`src/hdl/lfp_horner_step.sv`:
```
// ----------------------------------------------------------------------------
// lfp_horner_step
// One registered Horner step: add the next coefficient to the rounded
// previous product, multiply by the offset and add the rounding half.
// ----------------------------------------------------------------------------
module lfp_horner_step #(
    parameter int SAMPLE_BITS = 24,
    parameter int OFFSET_BITS = 16
) (
    input  logic                                          i_clk,
    input  logic                                          i_en,
    input  logic signed [SAMPLE_BITS+OFFSET_BITS+9:0]     i_p,
    input  logic signed [SAMPLE_BITS+6:0]                 i_c,
    input  logic [OFFSET_BITS-1:0]                        i_u,
    output logic signed [SAMPLE_BITS+OFFSET_BITS+9:0]     o_p
);
    localparam int HW = SAMPLE_BITS + 9;
    localparam int PW = HW + OFFSET_BITS + 1;
    localparam logic signed [PW-1:0] HALF = PW'(2 ** (OFFSET_BITS - 1));

    logic signed [HW-1:0] w_h;
    logic signed [PW-1:0] w_prod;
    logic signed [PW-1:0] r_p;

    // Take the rounded previous product and add the coefficient
    assign w_h    = HW'(i_c) + $signed(i_p[OFFSET_BITS +: HW]);
    assign w_prod = w_h * $signed({1'b0, i_u}) + HALF;

    // Hold the product until the stage advances
    always_ff @(posedge i_clk) begin
        if (i_en) begin
            r_p <= w_prod;
        end
    end

    assign o_p = r_p;
endmodule

```
`config.mk`:
```
export PLATFORM = sky130hd
export DESIGN_NAME = lfp_horner_step
export DESIGN_NICKNAME = d
export VERILOG_FILES = /design/src/hdl/lfp_horner_step.sv
export SDC_FILE = /design/constraint.sdc
export NUM_CORES = 1
export LEC_CHECK = 0
export BUFFER_PORTS_ARGS = -buffer_cell sky130_fd_sc_hd__buf_2
export CAP_MARGIN = 30
export CELL_PAD_IN_SITES_DETAIL_PLACEMENT = 1
export CELL_PAD_IN_SITES_GLOBAL_PLACEMENT = 1
export CORE_MARGIN = 8
export CORE_UTILIZATION = 40
export CTS_BUF_LIST = sky130_fd_sc_hd__clkbuf_4 sky130_fd_sc_hd__clkbuf_8
export CTS_CLUSTER_DIAMETER = 150
export DETAILED_ROUTE_END_ITERATION = 7
export PLACE_DENSITY_LB_ADDON = 0.1
export SYNTH_ARGS = -nofsm -noshare
export SYNTH_HDL_FRONTEND = slang
export SYNTH_SLANG_ARGS = --single-unit
```
`constraint.sdc`:
```
create_clock -name i_clk -period 8 [get_ports i_clk]
set_input_delay 0.4 -clock i_clk [delete_from_list [all_inputs] [get_ports i_clk]]
set_output_delay 0.4 -clock i_clk [all_outputs]
set_load 0.005 [all_outputs]
```
* Yosys cells after proc, flatten, opt, wreduce, memory -nomap -nowiden
Cells that the tools add are included.
** Storage, ports and cells
- Input bits :: 99
- Logic and storage cells :: 4
- Output and inout port bits :: 50
- Register bits :: 50
** Operators by class
- $mul :: 1
- Add/subtract/negate cells :: 2
** Operator list (count)
- $add 50x17->50 const B :: 1
- $mul 33x17->50 :: 1
- $add 31x33->33 :: 1

* Logic depth before layout (Yosys ltp)
- Word-level depth :: 3
- Depth in mapped cells :: 36
- Mapped depth without buffers :: 34

* Worst setup path before layout
OpenSTA, ideal clock, no wires.
- Path type :: input to register
- Start point :: input port i_p[16]
- End point :: register r_p[49], in the netlist o_p[49], data pin
- Arrival :: 7.907 ns
- Required time :: 7.738 ns
- Path buffers :: 2
- Stages :: 34
- Setup time :: 0.262 ns
- Slack :: -0.169 ns
- Cells stage by stage :: ha_1 > inv_1 > fa_1 > nor2b_1 > o21a_1 > o2111ai_2 > a2111oi_2 > o2111ai_1 > a21oi_2 > a21oi_1 > xnor2_2 > buf_4 > and2_1 > fa_1 > inv_1 > fa_1 > fa_1 > inv_1 > fa_1 > fa_1 > inv_1 > fa_1 > inv_1 > ha_1 > clkbuf_1 > nand4_1 > or2_2 > nand2b_1 > o211a_1 > o31a_1 > a21oi_2 > a31oi_1 > o31ai_1 > xnor2_1
** Between the ends
- Cells in the longest elaborated chain, start to end :: 3
** RTL lines
- start: declaration :: line 12 : input logic signed [SAMPLE_BITS+OFFSET_BITS+9:0] i_p,
- $add 31x33->33 :: line 26 : assign w_h = HW'(i_c) + $signed(i_p[OFFSET_BITS +: HW]);
- $mul 33x17->50 :: line 27 : assign w_prod = w_h * $signed({1'b0, i_u}) + HALF;
- $add 50x17->50 :: line 27
- via w_prod[49] :: line 22 : logic signed [PW-1:0] w_prod;
- end signal: assignment :: line 32 : r_p <= w_prod;
- end: declaration :: line 23 : logic signed [PW-1:0] r_p;
The timed path passes the listed nets, and every way through them passes these cells.
A chain may end at the register's enable or synchronous reset.

* Final worst setup path
- Start point :: input port i_c[0]
- End point :: register r_p[42], in the netlist o_p[42], data pin
** Between the ends
- Cells in the longest elaborated chain, start to end :: 3
** RTL lines
- start: declaration :: line 13 : input logic signed [SAMPLE_BITS+6:0] i_c,
- $add 31x33->33 :: line 26
- $mul 33x17->50 :: line 27
- $add 50x17->50 :: line 27
- via w_prod[42] :: line 22
The timed path passes the listed nets, and every way through them passes these cells.

==> flow_metrics.env <==
export IMPL_status="finished with violations"
export IMPL_violations="setup timing"
export IMPL_yosysSeqAreaShare_pct=6.612
export IMPL_finalHoldViolations=0
export IMPL_syn_inst=2491
export IMPL_stdcell_count=3644
export IMPL_area_growth_syn_to_layout_pct=21.69
export IMPL_cp_endpoint="o_p[42]"
export IMPL_syn_num_nets=3275
export IMPL_async_flop_share_pct=0
export IMPL_cp_required_ns=8.26
export IMPL_max_clock_freq_mhz=123.8
export IMPL_drt_pass1_iter_count=4
export IMPL_cp_data_arrival_time_ns=8.33
export IMPL_startpoint="i_c[0]"
export IMPL_root_buffer="clkbuf_8"
export IMPL_largest_reg_flops=50
export IMPL_synth_cell_types=74
export IMPL_dp_cells=3614
export IMPL_dieArea_sq_um=64650
export IMPL_path_clk_slew_ns=0.12
export IMPL_nNetsFinal=3670
export IMPL_pre_cts_slack_ns=-0.8921
export IMPL_grt_max_degree=51
export IMPL_gr_total_overflow=0
export IMPL_final_max_slew_viol_count=0
export IMPL_gp_congestion=0.8702
export IMPL_cts_buffer_depth=2
export IMPL_setup_tns_ns=-0.2304
export IMPL_setup_slack_ns=-0.07474
export IMPL_synth_area_per_cell_sq_um=9.117
export IMPL_viasPerCell=4.922
export IMPL_ioPinCount=149
export IMPL_cp_depth=35
export IMPL_synth_edf_count=50
export IMPL_setup_violations_final=5
export IMPL_cp_common_cell="fa_1"
export IMPL_crit_slowest_cell="fa_1"
export IMPL_hp_class="in -> reg"
export IMPL_end_kind="register"
export IMPL_rsz0062_at_grt="true"
export IMPL_drive_gt1_share_pct=22.27
export IMPL_drtIter0Drc=646
export IMPL_wire_per_inst_um=20.07
export IMPL_crit_type="in -> reg"
export IMPL_numCtsBuffers=5
export IMPL_ys_warn_count=0
export IMPL_buffer_ports_inserted=131
export IMPL_die_width_um=254.3
export IMPL_die_height_um=254.3
export IMPL_maxCapViolations=0
export IMPL_initial_utilization_pct=40.35
export IMPL_grt_pass1_vias=21150
export IMPL_path_buf_inv=9
export IMPL_route_vias_total=17940
export IMPL_cp_top_family="adder cells"
export IMPL_cts_tree="done"
export IMPL_clock_tree_htree_level_count=2
export IMPL_drt_wl_total_mm=73.14
export IMPL_worst_pin_slew_ns=0.8593
export IMPL_syn_area_sq_um=22710
export IMPL_rows=87
export IMPL_grt_pass1_wl_mm=116.5
export IMPL_min_period_over_period_pct=100.9
export IMPL_period_minus_slack_ns=8.075
export IMPL_grt_usage_pct=23.31
export IMPL_ys_ff_latch=50
export IMPL_critical_path_max_stage_delay_ns=0.57
export IMPL_cts_sinks=50
export IMPL_start_kind="primary input"
export IMPL_postRouteAntennaNets=0
export IMPL_antenna_found_initial=3
export IMPL_dp_hpwl_mm=63.03
export IMPL_worst_path_max_fanout=7
export IMPL_coreArea_sq_um=56280
export IMPL_slew_headroom_pct=42.72
export IMPL_final_common_cell="inv_1"
export IMPL_drc=0
export IMPL_final_cell_mix="625 x inv_1, 486 x fa_1, 325 x buf_4"
export IMPL_synth_ff_type="edfxtp_1"
## layer usage
layer  up-vias  routed length [um]  share of wire [%]  GRT usage [%]
met5         -                   0                  0              0
met3        94                2118                2.9          2.038
li1       8171                   -                  -              -
met1      9399               30550                 42          28.43
met2       273               38700                 53          43.87
met4         0                1768                2.4          5.720
## kinds of logic after synthesis
group	Yosys count	share of synthesized area [%]
AO/OA/AOI/OAI	243	7.631
XOR/XNOR	77	3.135
adder cells (fa/ha/maj)	685	54.40
buffers and inverters	736	12.37
flip-flops	50	6.612
AND/OR/NAND/NOR	700	15.85
## Yosys cell counts, drive strengths merged (4+ instances only)
cell type	number	area, sq um
nor2b	26	162.7
o21a	13	97.59
and2	284	1777
inv	639	2399
o311ai	4	42.55
fa	504	10090
a21o	40	300.3
o21ai	38	197.7
a2111oi	4	67.57
nor3	6	30.03
a31o	4	35.03
a211oi	7	62.56
nand2	262	993.5
nand4	7	43.79
xnor2	58	545.5
nor2	54	202.7
clkbuf	79	297.8
o21bai	10	75.07
a31oi	7	56.30
nor4	6	43.79
a21oi	76	399.1
buf	18	113.9
edfxtp	50	1501
nand2b	21	131.4
o211ai	7	57.55
and3	7	43.79
xor2	19	166.4
ha	181	2265
nand3	17	90.09
a211o	4	35.03
o31ai	5	65.06
## repair_timing
item,in CTS,in global routing
hold buffers,0,0
buffers inserted,16,10
gates resized for setup,85,72
pin swaps,81,73
endpoints found under the setup margin,19,22
## worst min-delay path by stage
stage	startpoint	end	slack, ns	cells after the start
after floorplan	i_en	o_p[0]	0.51	0
after global placement	o_p[32]	o_p[32]	0.80	1
after detailed placement	o_p[5]	o_p[5]	0.80	1
after CTS	i_p[16]	o_p[0]	0.56	3
after global routing	i_p[16]	o_p[0]	0.59	3
final	i_p[16]	o_p[0]	0.59	3
## metrics by stage
step           hold slack [ns]  utilization, %  area [sq um]
3_3_place_gp            0.7958           47.30         26620
4_1_cts                 0.5648           48.39         27230
6_report                0.5904           49.10         27630
5_1_grt                 0.5928           49.10         27630
3_5_place_dp            0.7982           47.30         26620
2_1_floorplan           0.5125               -         22780
## final cells by class
| class | count | area, sq um |
|---|---|---|
| fill | 6606 | 28640 |
| multi-input combinational | 1705 | 19120 |
| timing repair buffer | 485 | 3552 |
| inverter | 639 | 2399 |
| sequential | 50 | 1501 |
| tap | 756 | 945.9 |
| clock buffer | 6 | 76.32 |
| clock inverter | 2 | 37.54 |
| antenna | 1 | 2.502 |
Power is left out: the tool's default activity adds up to more than one toggle a clock period on the data nets, which glitch-free logic cannot reach.
